### config.mk
export PLATFORM = sky130hd
export DESIGN_NAME = tti_ctrl
export DESIGN_NICKNAME = d
export VERILOG_FILES = /design/src/sv/tti_pkg.sv /design/src/sv/tti_ctrl.sv
export SDC_FILE = /design/constraint.sdc
export NUM_CORES = 1
export LEC_CHECK = 0
export ABC_AREA = 1
export ABC_CLOCK_PERIOD_IN_PS = 1300
export BUFFER_PORTS_ARGS = -buffer_cell sky130_fd_sc_hd__buf_2
export CAP_MARGIN = 20
export CORE_ASPECT_RATIO = 1.5
export CORE_MARGIN = 2
export CORE_UTILIZATION = 48
export DETAILED_ROUTE_END_ITERATION = 7
export PLACE_DENSITY = 0.73
export REMOVE_ABC_BUFFERS = 1
export SYNTH_ARGS = -nofsm -noshare
export SYNTH_HDL_FRONTEND = slang
export SYNTH_SLANG_ARGS = --single-unit
export TNS_END_PERCENT = 1
### constraint.sdc
create_clock -name clk -period 1.3 [get_ports clk]
set_input_delay 0.13 -clock clk [delete_from_list [all_inputs] [get_ports clk]]
set_output_delay 0.13 -clock clk [all_outputs]
set_load 0.05 [all_outputs]
### src/sv/tti_pkg.sv
// shared types, constants and command/status structs for the trilinear table interpolator
`default_nettype none
package tti_pkg;

  localparam int VW = 32;
  localparam int TAB_AW = 11;
  localparam int PTS_AW = 6;
  localparam int IDX_W = 4;

  localparam logic [4:0] MAX_XC = 5'd16;
  localparam logic [4:0] MAX_YC = 5'd16;
  localparam logic [3:0] MAX_DC = 4'd8;

  // breakpoint memory layout: x, y and depth vectors share one memory
  localparam logic [PTS_AW-1:0] X_BASE = 6'd0;
  localparam logic [PTS_AW-1:0] Y_BASE = 6'd16;
  localparam logic [PTS_AW-1:0] D_BASE = 6'd32;

  localparam logic [1:0] CFG_X_COUNT = 2'd0;
  localparam logic [1:0] CFG_Y_COUNT = 2'd1;
  localparam logic [1:0] CFG_D_COUNT = 2'd2;
  localparam logic [1:0] CFG_ROW_MAJOR = 2'd3;

  typedef enum logic [2:0] {
    REQ_WR_TABLE = 3'd0,
    REQ_WR_X     = 3'd1,
    REQ_WR_Y     = 3'd2,
    REQ_WR_D     = 3'd3,
    REQ_FWD      = 3'd4,
    REQ_INV_X    = 3'd5,
    REQ_INV_Y    = 3'd6,
    REQ_INV_D    = 3'd7
  } req_t;

  // which vector a bracket search walks
  typedef enum logic [1:0] {
    VEC_X = 2'd0,
    VEC_Y = 2'd1,
    VEC_D = 2'd2,
    VEC_R = 2'd3
  } vec_t;

  typedef enum logic [2:0] {
    BR_NONE      = 3'd0,
    BR_INIT      = 3'd1,
    BR_LAST      = 3'd2,
    BR_NEXT      = 3'd3,
    BR_HIT_FIRST = 3'd4,
    BR_HIT_LAST  = 3'd5,
    BR_HIT_SCAN  = 3'd6
  } br_op_t;

  typedef enum logic [1:0] {
    LD_NONE      = 2'd0,
    LD_ISSUE     = 2'd1,
    LD_CAP_START = 2'd2,
    LD_CAP_END   = 2'd3
  } ld_t;

  // interpolation steps of one trilinear pass, plus the final inverse step
  localparam logic [2:0] LS_F1_DS = 3'd0;
  localparam logic [2:0] LS_F2_DS = 3'd1;
  localparam logic [2:0] LS_A     = 3'd2;
  localparam logic [2:0] LS_F1_DE = 3'd3;
  localparam logic [2:0] LS_F2_DE = 3'd4;
  localparam logic [2:0] LS_B     = 3'd5;
  localparam logic [2:0] LS_DEPTH = 3'd6;
  localparam logic [2:0] LS_FINAL = 3'd7;

  typedef struct packed {
    logic       idle;
    br_op_t     br_op;
    vec_t       vec;
    ld_t        ld;
    logic [2:0] lsel;
    logic       lerp_start;
    logic       store;
    logic       k_clr;
    logic       k_inc;
    logic       out_load;
  } cmd_t;

  typedef struct packed {
    logic ge;
    logic le;
    logic lerp_done;
    logic k_last;
    logic fwd;
    logic out_free;
  } status_t;

endpackage
`default_nettype wire

### src/sv/tti_ctrl.sv
// controller: sequences brackets, operand loads, interpolation steps and output
`default_nettype none
module tti_ctrl (
  input  logic              clk,
  input  logic              rst,
  input  logic              in_accept,
  input  logic              in_query,
  input  tti_pkg::status_t  status,
  output tti_pkg::cmd_t     cmd
);

  typedef enum logic [10:0] {
    S_IDLE = 11'b000_0000_0001,
    S_BR0  = 11'b000_0000_0010,
    S_BR1  = 11'b000_0000_0100,
    S_BR2  = 11'b000_0000_1000,
    S_BR3  = 11'b000_0001_0000,
    S_LD0  = 11'b000_0010_0000,
    S_LD1  = 11'b000_0100_0000,
    S_LD2  = 11'b000_1000_0000,
    S_LGO  = 11'b001_0000_0000,
    S_LRUN = 11'b010_0000_0000,
    S_OUT  = 11'b100_0000_0000
  } state_t;

  state_t state, state_next;
  tti_pkg::vec_t vec, vec_next;
  logic [2:0] lsel, lsel_next;
  logic br_done;

  always_comb begin
    state_next = state;
    vec_next = vec;
    lsel_next = lsel;
    br_done = 1'b0;
    cmd = '0;
    cmd.vec = vec;
    cmd.lsel = lsel;
    unique case (state)
      S_IDLE: begin
        cmd.idle = 1'b1;
        if (in_accept && in_query) begin
          vec_next = tti_pkg::VEC_D;
          state_next = S_BR0;
        end
      end
      S_BR0: begin
        cmd.br_op = tti_pkg::BR_INIT;
        state_next = S_BR1;
      end
      S_BR1: begin
        if (status.ge) begin
          cmd.br_op = tti_pkg::BR_HIT_FIRST;
          br_done = 1'b1;
        end else begin
          cmd.br_op = tti_pkg::BR_LAST;
          state_next = S_BR2;
        end
      end
      S_BR2: begin
        if (status.le) begin
          cmd.br_op = tti_pkg::BR_HIT_LAST;
          br_done = 1'b1;
        end else begin
          cmd.br_op = tti_pkg::BR_NEXT;
          state_next = S_BR3;
        end
      end
      S_BR3: begin
        if (!status.le) begin
          cmd.br_op = tti_pkg::BR_HIT_SCAN;
          br_done = 1'b1;
        end else begin
          cmd.br_op = tti_pkg::BR_NEXT;
        end
      end
      S_LD0: begin
        cmd.ld = tti_pkg::LD_ISSUE;
        state_next = S_LD1;
      end
      S_LD1: begin
        cmd.ld = tti_pkg::LD_CAP_START;
        state_next = S_LD2;
      end
      S_LD2: begin
        cmd.ld = tti_pkg::LD_CAP_END;
        state_next = S_LGO;
      end
      S_LGO: begin
        cmd.lerp_start = 1'b1;
        state_next = S_LRUN;
      end
      S_LRUN: begin
        if (status.lerp_done) begin
          cmd.store = 1'b1;
          if (lsel == tti_pkg::LS_FINAL) begin
            state_next = S_OUT;
          end else if (lsel == tti_pkg::LS_DEPTH) begin
            if (status.fwd) begin
              state_next = S_OUT;
            end else if (status.k_last) begin
              vec_next = tti_pkg::VEC_R;
              state_next = S_BR0;
            end else begin
              cmd.k_inc = 1'b1;
              lsel_next = tti_pkg::LS_F1_DS;
              state_next = S_LD0;
            end
          end else begin
            lsel_next = lsel + 3'd1;
            state_next = S_LD0;
          end
        end
      end
      S_OUT: begin
        if (status.out_free) begin
          cmd.out_load = 1'b1;
          state_next = S_IDLE;
        end
      end
      default: state_next = S_IDLE;
    endcase

    // bracket order: depth, x, y, then the trilinear passes; the value vector ends
    if (br_done) begin
      unique case (vec)
        tti_pkg::VEC_D: begin
          vec_next = tti_pkg::VEC_X;
          state_next = S_BR0;
        end
        tti_pkg::VEC_X: begin
          vec_next = tti_pkg::VEC_Y;
          state_next = S_BR0;
        end
        tti_pkg::VEC_Y: begin
          cmd.k_clr = 1'b1;
          lsel_next = tti_pkg::LS_F1_DS;
          state_next = S_LD0;
        end
        default: begin
          lsel_next = tti_pkg::LS_FINAL;
          state_next = S_LD0;
        end
      endcase
    end
  end

  always_ff @(posedge clk) begin
    if (rst) begin
      state <= S_IDLE;
      vec <= tti_pkg::VEC_D;
      lsel <= tti_pkg::LS_F1_DS;
    end else begin
      state <= state_next;
      vec <= vec_next;
      lsel <= lsel_next;
    end
  end

endmodule
`default_nettype wire

==> results of run 1 <==
## through the flow
step	TNS [ns]	area (um2)	std cells	total power [mW]	worst slack [ns]
floorplan	-6.42	1180	177	1.62	-1.47
global placement	-2.89	1530	252	2.07	-0.190
detailed placement	-3.94	1530	252	2.11	-0.253
CTS	-6.85	1820	267	2.73	-0.488
global route	-11.45	2020	274	3.19	-0.600
finish	-9.74	2020	274	3.05	-0.525
## layout make-up
type                       count  area [um2]
sequential                    16         344
timing repair buffer          69         562
inverter                      34         130
clock buffer                   4        36.3
multi-input combinational    127         921
fill                         116         372
tap                           24        30.0
## cell usage in the layout (no fill, tap or decap), types with 4 or more instances in the layout
cell type	Yosys	final
nor2_1	20	13
dfxtp_1	16	5
buf_8	0	4
nand2_4	2	4
dfxtp_2	0	7
nand3_1	20	18
nand3_4	0	4
nor2_2	5	5
inv_1	31	30
a21oi_1	7	4
nand2_1	32	27
buf_6	0	13
nand2_2	3	6
nand4_1	4	4
nor3_1	5	4
nor2_4	5	12
dfxtp_4	0	4
buf_4	0	38
buf_2	0	14
## per-layer routing
layer | vias up | routed length (um)
li1 | 722 | -
met1 | 738 | 1640
met2 | 78 | 2470
met3 | 20 | 235
met4 | 0 | 221
met5 | - | 0
## final timing paths
path,cells after the start,end,start
min reg2reg,2,vec[0]$_SDFF_PP0_,vec[0]$_SDFF_PP0_
max reg2reg,12,state[1]$_SDFFE_PP0P_,lsel[0]$_SDFF_PP0_
min,2,state[1]$_SDFFE_PP0P_,rst
max,8,cmd[2],state[8]$_SDFFE_PP0P_
## cell families after synthesis
group,after synthesis,synth area share
AND/OR/NAND/NOR,108,0.505
flip-flops,16,0.272
adder cells (fa/ha/maj),3,0.0319
buffers and inverters,34,0.109
AO/OA/AOI/OAI,16,0.0819
## power groups by stage
stage / registers (mW) / logic [mW] / clock network (mW)
after floorplan: 0.631 / 0.987 / 0
after global routing: 0.622 / 2.20 / 0.366
after detailed placement: 0.613 / 1.49 / 0
after global placement: 0.609 / 1.46 / 0
after CTS: 0.621 / 1.77 / 0.347
final: 0.615 / 2.09 / 0.352
## flip-flops by register name (all words and copies together) (netlist names)
register  count
vec           2
lsel          3
state        11
## timing repair
item / CTS / global route
buffers inserted: 11 / 8
setup endpoints to repair: 26 / 28
pin swaps: 11 / 22
resized for setup: 55 / 35
hold endpoints to repair: 0 / 0
hold buffers: 0 / 0
==> run metrics, run 1 <==
status=finished with violations; failing checks=negative setup slack; Least-Margin Pin Slew=0.317 ns; Net Sw Power=1.46 mW; TritonRoute pass-1 iters=5; WP data arrival=1.69 ns; total grt overflow=0; Vias=1558; Ys Warns=0; final WL=4570 um; initial antenna violation count=0; GRT Max-Usage Layer=met2; leakage=1.03 nW; GR Util met3=0.0501; worst rel slew slack=0.787; Area contributors post-synth=dfxtp_1 (27%), nand2_1 (10%), inv_1 (9.9%); Hold Path Class=in -> reg; # setup viols final=27; max cap viols=0; clock network power share=0.115; CTS H-tree lvls=1; FMAX=0.548 GHz; FP Rows=22; DR WL/cell=16.7 um; Synth Flop Type=dfxtp_1; I/O pins=26; cell taking the most area after synthesis=dfxtp_1; Gate Count Post-Synth=177; crit path cell chain=nor2_4 > nand2_4 > nor2_4 > nand3_4 > nand3_4 > nand2_4 > nor2_4 > buf_6; final hold viol count=0; Area Growth Syn to Fin=72.0%; worst path bufs/invs=1; CTS buffer count=3; clk root buf=clkbuf_4; share of cells above drive strength 1=0.540; Sw Share=0.478; crit path kind=reg -> out; endpoint kind of the worst setup timing path=primary output; CP max FO=4; slowest stage cell, crit path=dfxtp_4; grt met1 use=0.306; post-synthesis sequential area ratio=0.272; Skew-Pair Late Insertion Delay=~0.30 ns; unrepaired setup endpoints after global routing=yes; Worst R2R Setup Slack=-0.51 ns; vias in the first global route=between 1500 and 2000; internal power=1.59 mW; CP Launch Type=flip-flop; Starting Density=0.491; drt drc=0; PortBufs=25; CP top delay family=simple AND/OR/NAND/NOR gates; Final Critical Period=1.82 ns; CTS Sinks=16; Max VDD drop=0.00158 V; cell with the most instances after synthesis=nand2_1; fin crit share=1.40; largest net degree at the start of global routing=10; Detail Route Antenna Nets=0; final slew viol count=0; Horiz. Die Dim=44.4 um; utilization after layout=0.845; CTS tree=yes; Worst EP required=~1.2 ns; Yosys top cell area share=0.272; Fin Hold WS=0.123 ns; Clock Tree Buf Depth=2; die height=64.6 um; ys async rst share=0; average cell area after synthesis=6.64 um2; Comb power frac=0.683; clock-pin transition on the worst setup and hold timing paths=0.10 ns; die area=2870 um2; CP peak stage delay=0.39 ns; Antenna Cells=0; Post-synth EDFFs=0; Final HPWL DP=2430 um; mapped cell area=1180 um2; top cell types by occurrence after synthesis=nand2_1 (32), inv_1 (31), nand3_1 (20), nor2_1 (20), dfxtp_1 (16); Crit path top cell by count=nor2_4; post-route worst setup slack=-0.525 ns; DRT iter0 DRCs=74; Vias/cell=around 5.7; global-route wire length before repair=roughly 6400 um; power density over the cells=1510 nW/um2; met2 GRT Util=0.517; final setup skew=0.00472 ns; Yosys reg bits=16; Tot GR Track Use=0.293; core area=2390 um2; GP Congestion=0.850; Seq pwr share=0.202; nets=264; Netlist cell types=27
Note: power is estimated with default switching activity, not from simulation.
==> run 2, diff against run 1 <==
- CELL_PAD_IN_SITES_DETAIL_PLACEMENT: not set -> 0
- CELL_PAD_IN_SITES_GLOBAL_PLACEMENT: not set -> 1
- CORE_UTILIZATION: 48 -> 33
- PLACE_DENSITY: 0.73 -> 0.72
==> run 2 against run 1 <==
  * The run still ends with negative setup slack left
  * Critical endpoint unchanged
  * Largest cell class unchanged
  * Global-route usage down 11 points
  * Count of clock-buffer cells in the layout unchanged
  * Maximum frequency up 5.2%
  * Combinational power down 16%
  * Register-to-register slack better by 0.24 ns
==> run metrics, run 2 (same netlist as run 1, synthesis figures left out) <==
DRT iter0 DRCs=26; Fin Hold WS=between 0.15 and 0.2 ns; most common cell after layout, fill and taps aside=buf_4; CTS tree=yes; clock-pin transition on the worst setup and hold timing paths=around 0.07 ns; DR WL/cell=11.9 um; power density over the cells=1590 nW/um2; FP Rows=26; final setup skew=0.00220 ns; Final HPWL DP=2680 um; initial antenna violation count=0; crit path cell chain=nor2_4 > nand2_4 > nor2_8 > nand3_2 > nand3_2 > nand2_2 > nor2_1 > buf_6; Area Growth Syn to Fin=50.5%; global-route wire length before repair=5660 um; hold depth=2; worst rel slew slack=0.807; status=finished with violations; I/O pins=26; leakage=~0.94 nW; Hold Crit Endpoint=state[5]$_SDFFE_PP0P_; die height=77.1 um; core area=3420 um2; CTS Hold Buffers Added=0; Vias=1324; Starting Density=0.344; Antenna Cells=0; Detail Route Antenna Nets=0; fin crit share=1.33; CTS H-tree lvls=1; Worst EP required=around 1.2 ns; largest register by flop count=state; Hold Path Class=in -> reg; post-route setup TNS=-5.90 ns; failing checks=negative setup slack; CP max FO=7; max reg flops=11; final slew viol count=0; endpoint kind of the worst setup timing path=primary output; crit path kind=reg -> out; WP data arrival=1.60 ns; clk root buf=clkbuf_8; FMAX=around 0.58 GHz; Pwr Total=roughly 2.8 mW; PortBufs=25; Clock Tree Buf Depth=2; hold_sp=rst; max cap viols=0; RR Endpoint=state[5]$_SDFFE_PP0P_; CP Launch Type=flip-flop; final WL=3320 um; CTS Sinks=16; Vias/cell=4.75; GP Congestion=0.832; slowest stage cell, crit path=dfxtp_2; share of cells above drive strength 1=0.443; Max VDD drop=around 0.0016 V; total grt overflow=0; Tot GR Track Use=0.181; CP peak stage delay=roughly 0.34 ns; unrepaired setup endpoints after global routing=yes; vias in the first global route=~1300; Worst R2R Setup Slack=-0.27 ns; CTS buffer count=3; final hold viol count=0; Least-Margin Pin Slew=0.287 ns; Worst R2R Start=state[1]$_SDFFE_PP0P_; commonest cells after routing, fill and taps aside=buf_4 (35), nand2_1 (31), inv_1 (30); Skew-Pair Late Insertion Delay=~0.26 ns; die area=4070 um2; Horiz. Die Dim=52.7 um; top flop regs=state: 11 flops, lsel: 3 flops, vec: 2 flops; largest net degree at the start of global routing=10; Crit path top cell by count=nand3_2; R2R depth=9; nets=between 200 and 300; drt drc=0; Final Critical Period=1.73 ns; post-route worst setup slack=-0.434 ns; # setup viols final=25; TritonRoute pass-1 iters=4
run 2: power by group:
part | internal (mW) | leakage (nW) | switching, mW
Clock | 0.269 | 0.0288 | 0.188
Sequential | 0.558 | 0.133 | 0.0485
Combinational | 0.747 | 0.780 | 1.00
run 2: critical path, delay by kind of cell (launching register included):
family	cells	cell delay, ns
flops	1	0.34
buf+inv	1	0.17
simple gates	7	0.83
run 2: area by class of cell:
class,instances,area (um2)
clock buffers,4,55.1
fillers,362,1650
inverters,34,128
multi-input cells,127,791
flip-flops and latches,16,329
well taps,42,52.6
repair buffers,56,415
run 2: how the worst max path moves through the flow:
stage | from | endpoint | slack [ns]
floorplan | lsel[0]$_SDFF_PP0_ | cmd[1] | -1.47
global placement | state[3]$_SDFFE_PP0P_ | state[5]$_SDFFE_PP0P_ | -0.22
detailed placement | state[3]$_SDFFE_PP0P_ | state[5]$_SDFFE_PP0P_ | -0.24
CTS | state[6]$_SDFFE_PP0P_ | cmd[2] | -0.44
global route | state[6]$_SDFFE_PP0P_ | cmd[2] | -0.53
finish | state[6]$_SDFFE_PP0P_ | cmd[2] | -0.43
run 2: repair_timing:
item                                    in CTS  in global routing
endpoints found under the setup margin      25                 27
setup buffers                                1                  2
resized for setup                           32                 10
pin swaps                                    4                  5
endpoints found under the hold margin        0                  0
run 2: through the flow:
step            util  worst slack, ns  std cells  cell area [um2]
5_1_grt        0.518           -0.526        279             1770
2_1_floorplan      -            -1.47        177             1180
3_5_place_dp   0.458           -0.238        272             1560
4_1_cts        0.503           -0.435        277             1720
6_report       0.518           -0.434        279             1770
3_3_place_gp   0.458           -0.224        272             1560
run 2: per-layer routing:
layer  GRT usage  up-vias  part of all wire
met1       0.199      616              0.40
met3      0.0233        5             0.026
li1            -      687                 -
met5           0        -                 0
met4      0.0615        0             0.015
met2       0.338       16              0.55
==> run 3, diff against run 2 <==
- ABC_AREA: 1 -> not set
- CORE_UTILIZATION: 33 -> 35
==> run 3 against run 2 <==
  * The flow still finishes with violations (negative setup slack)
  * Final area rose by 13%
  * Setup slack got worse by 0.32 ns
  * Via count rose by 4.4%
  * Global-route usage rose by 4.8 points
  * Non-clock buffer count rose by 24
  * Critical path depth fell by 3
  * Critical endpoint unchanged
  * Largest power group unchanged
==> run metrics, run 3 <==
Area contributors post-synth=dfxtp_1 (28%), nor4_1 (4.3%), a21oi_1 (3.9%); CP max FO=6; CTS tree=yes; cell with the most instances after synthesis=dfxtp_1; unrepaired setup endpoints after global routing=yes; cell taking the most area after synthesis=dfxtp_1; Worst EP required=1.17 ns; post-route worst setup slack=-0.753 ns; final hold viol count=0; Yosys reg bits=16; CTS buffer count=3; CTS Hold Buffers Added=0; Netlist cell types=48; die area=3800 um2; CP Launch Type=flip-flop; Vias=1382; fin crit share=1.58; Final HPWL DP=2850 um; max cap viols=0; # setup viols final=27; TritonRoute pass-1 iters=4; Post-synth EDFFs=0; Worst R2R Setup Slack=-0.67 ns; Starting Density=0.367; worst rel slew slack=0.809; post-route setup TNS=-14.81 ns; global-route wire length before repair=6600 um; ys async rst share=0; share of cells above drive strength 1=0.593; clock-pin transition on the worst setup and hold timing paths=0.07 ns; mapped cell area=1160 um2; Detail Route Antenna Nets=0; Worst R2R Start=state[4]$_SDFFE_PP0P_; Hold Path Class=in -> reg; I/O pins=26; max reg flops=11; Max VDD drop=0.000852 V; Yosys top cell area share=0.276; Fillers=287; largest net degree at the start of global routing=10; final setup skew=0.00875 ns; top cell types by occurrence after synthesis=dfxtp_1 (16), nor2_1 (10), a21oi_1 (9); DR WL/cell=about 15 um; commonest cells after routing, fill and taps aside=buf_4 (59), buf_2 (14), nor2_1 (10); RR Endpoint=lsel[2]$_SDFF_PP0_; largest register by flop count=state; Area Growth Syn to Fin=72.2%; DRT iter0 DRCs=29; final slew viol count=0; status=finished with violations; crit path kind=reg -> out; Clock Tree Buf Depth=2; clk root buf=clkbuf_8; average cell area after synthesis=8.17 um2; GP Congestion=~0.83; FMAX=0.487 GHz; R2R depth=7; total grt overflow=0; WP data arrival=1.92 ns; power density over the cells=865 nW/um2; DP Cell Count=248; core area=3160 um2; Setup crit end=cmd[2]; Ys Warns=0; failing checks=negative setup slack; most common cell after layout, fill and taps aside=buf_4; leakage=just over 0.8 nW; Synth Flop Type=dfxtp_1; endpoint kind of the worst setup timing path=primary output; Tot GR Track Use=0.229; PortBufs=25; top flop regs=state: 11 flops, lsel: 3 flops, vec: 2 flops; CP startpoint=state[4]$_SDFFE_PP0P_; nets=230; final WL=3860 um; Storage cell area=between 300 and 400 um2; Final Critical Period=approximately 2 ns; post-synthesis sequential area ratio=0.276; CTS H-tree lvls=1; Antenna Cells=0; Horiz. Die Dim=51 um; dpl ws=-0.698 ns; fin cells=~260; FP Rows=25; CTS Sinks=16; Skew-Pair Late Insertion Delay=0.26 ns; Vias/cell=5.40; drt drc=0; Least-Margin Pin Slew=about 0.28 ns; initial antenna violation count=0; Multi-input gate area=about 950 um2; vias in the first global route=1417; die height=74.5 um; Gate Count Post-Synth=about 140
==> run 3: changes by cell type after synthesis, sizes merged, moves of 4 or more <==
cell | before | now
nor2 | 31 | 10
inv | 33 | 3
nand2b | 0 | 7
nand2 | 37 | 8
nand3b | 1 | 5
nand3 | 25 | 4
buf | 0 | 5
nor4 | 1 | 8
clkbuf | 0 | 5
==> run 3: cells by family after synthesis <==
| logic type | count (synthesis) | synth area share |
|---|---|---|
| AOI/OAI and AO/OA | 30 | 0.188 |
| xor gates and xnor gates | 5 | 0.0378 |
| adders and majority gates | 3 | 0.0324 |
| buffers and inverters | 13 | 0.0529 |
| DFF | 16 | 0.276 |
| muxes | 1 | 0.00863 |
| and+or+nand+nor | 74 | 0.405 |
==> run 3: worst max-delay path, cell delays in order (launching register included) <==
cell and delay [ns]:
dfxtp_2 0.36, or4_4 0.57, a2111oi_4 0.24, o211ai_1 0.18, nor2_1 0.16, buf_6 0.18
==> run 3: per-stage QoR <==
stage / util / instance area (um2) / hold slack, ns / power, mW
2_1_floorplan: - / 1110 / 0.199 / 0.862
3_3_place_gp: 0.532 / 1680 / 0.402 / 1.15
3_5_place_dp: 0.532 / 1680 / 0.399 / 1.16
4_1_cts: 0.616 / 1950 / 0.129 / 1.69
5_1_grt: 0.632 / 2000 / 0.149 / 1.81
6_report: 0.632 / 2000 / 0.136 / 1.73
==> run 3: layout make-up <==
class | count | area share
Timing Repair Buffer | 80 | 0.301
Inverter | 3 | 0.00564
Sequential cell | 16 | 0.166
Multi-Input combinational cell | 113 | 0.475
Tap cell | 40 | 0.0251
Clock buffer | 4 | 0.0276
==> run 3: timing repair <==
| action | 4_1_cts | 5_1_grt |
|---|---|---|
| gates resized for setup | 46 | 12 |
| cloned | 0 | 0 |
| buffers inserted | 4 | 0 |
| setup endpoints to repair | 27 | 27 |
| pin swaps | 6 | 3 |
==> run 3: worst min path at each step <==
| stage | slack (ns) | start | cells past startpoint | end |
|---|---|---|---|---|
| floorplan | 0.20 | rst | 1 | state[4]$_SDFFE_PP0P_ |
| global placement | 0.40 | rst | 2 | state[3]$_SDFFE_PP0P_ |
| detailed placement | 0.40 | rst | 2 | state[4]$_SDFFE_PP0P_ |
| CTS | 0.13 | rst | 2 | state[4]$_SDFFE_PP0P_ |
| global route | 0.15 | rst | 2 | state[4]$_SDFFE_PP0P_ |
| finish | 0.14 | rst | 2 | state[3]$_SDFFE_PP0P_ |
==> run 3: per-layer routing <==
| metal | share of wire | global-route usage |
|---|---|---|
| met2 | 0.57 | 0.450 |
| met1 | 0.39 | 0.256 |
| met3 | 0.020 | 0.0201 |
| met5 | 0 | 0 |
| met4 | 0.019 | 0.0631 |
==> run 3: power by group <==
| part | switching [mW] | total, mW | internal (mW) |
|---|---|---|---|
| combinational | 0.375 | 0.713 | 0.338 |
| sequential | 0.0390 | 0.555 | 0.516 |
| clock | 0.190 | 0.459 | 0.269 |
| total | 0.604 | 1.73 | 1.12 |
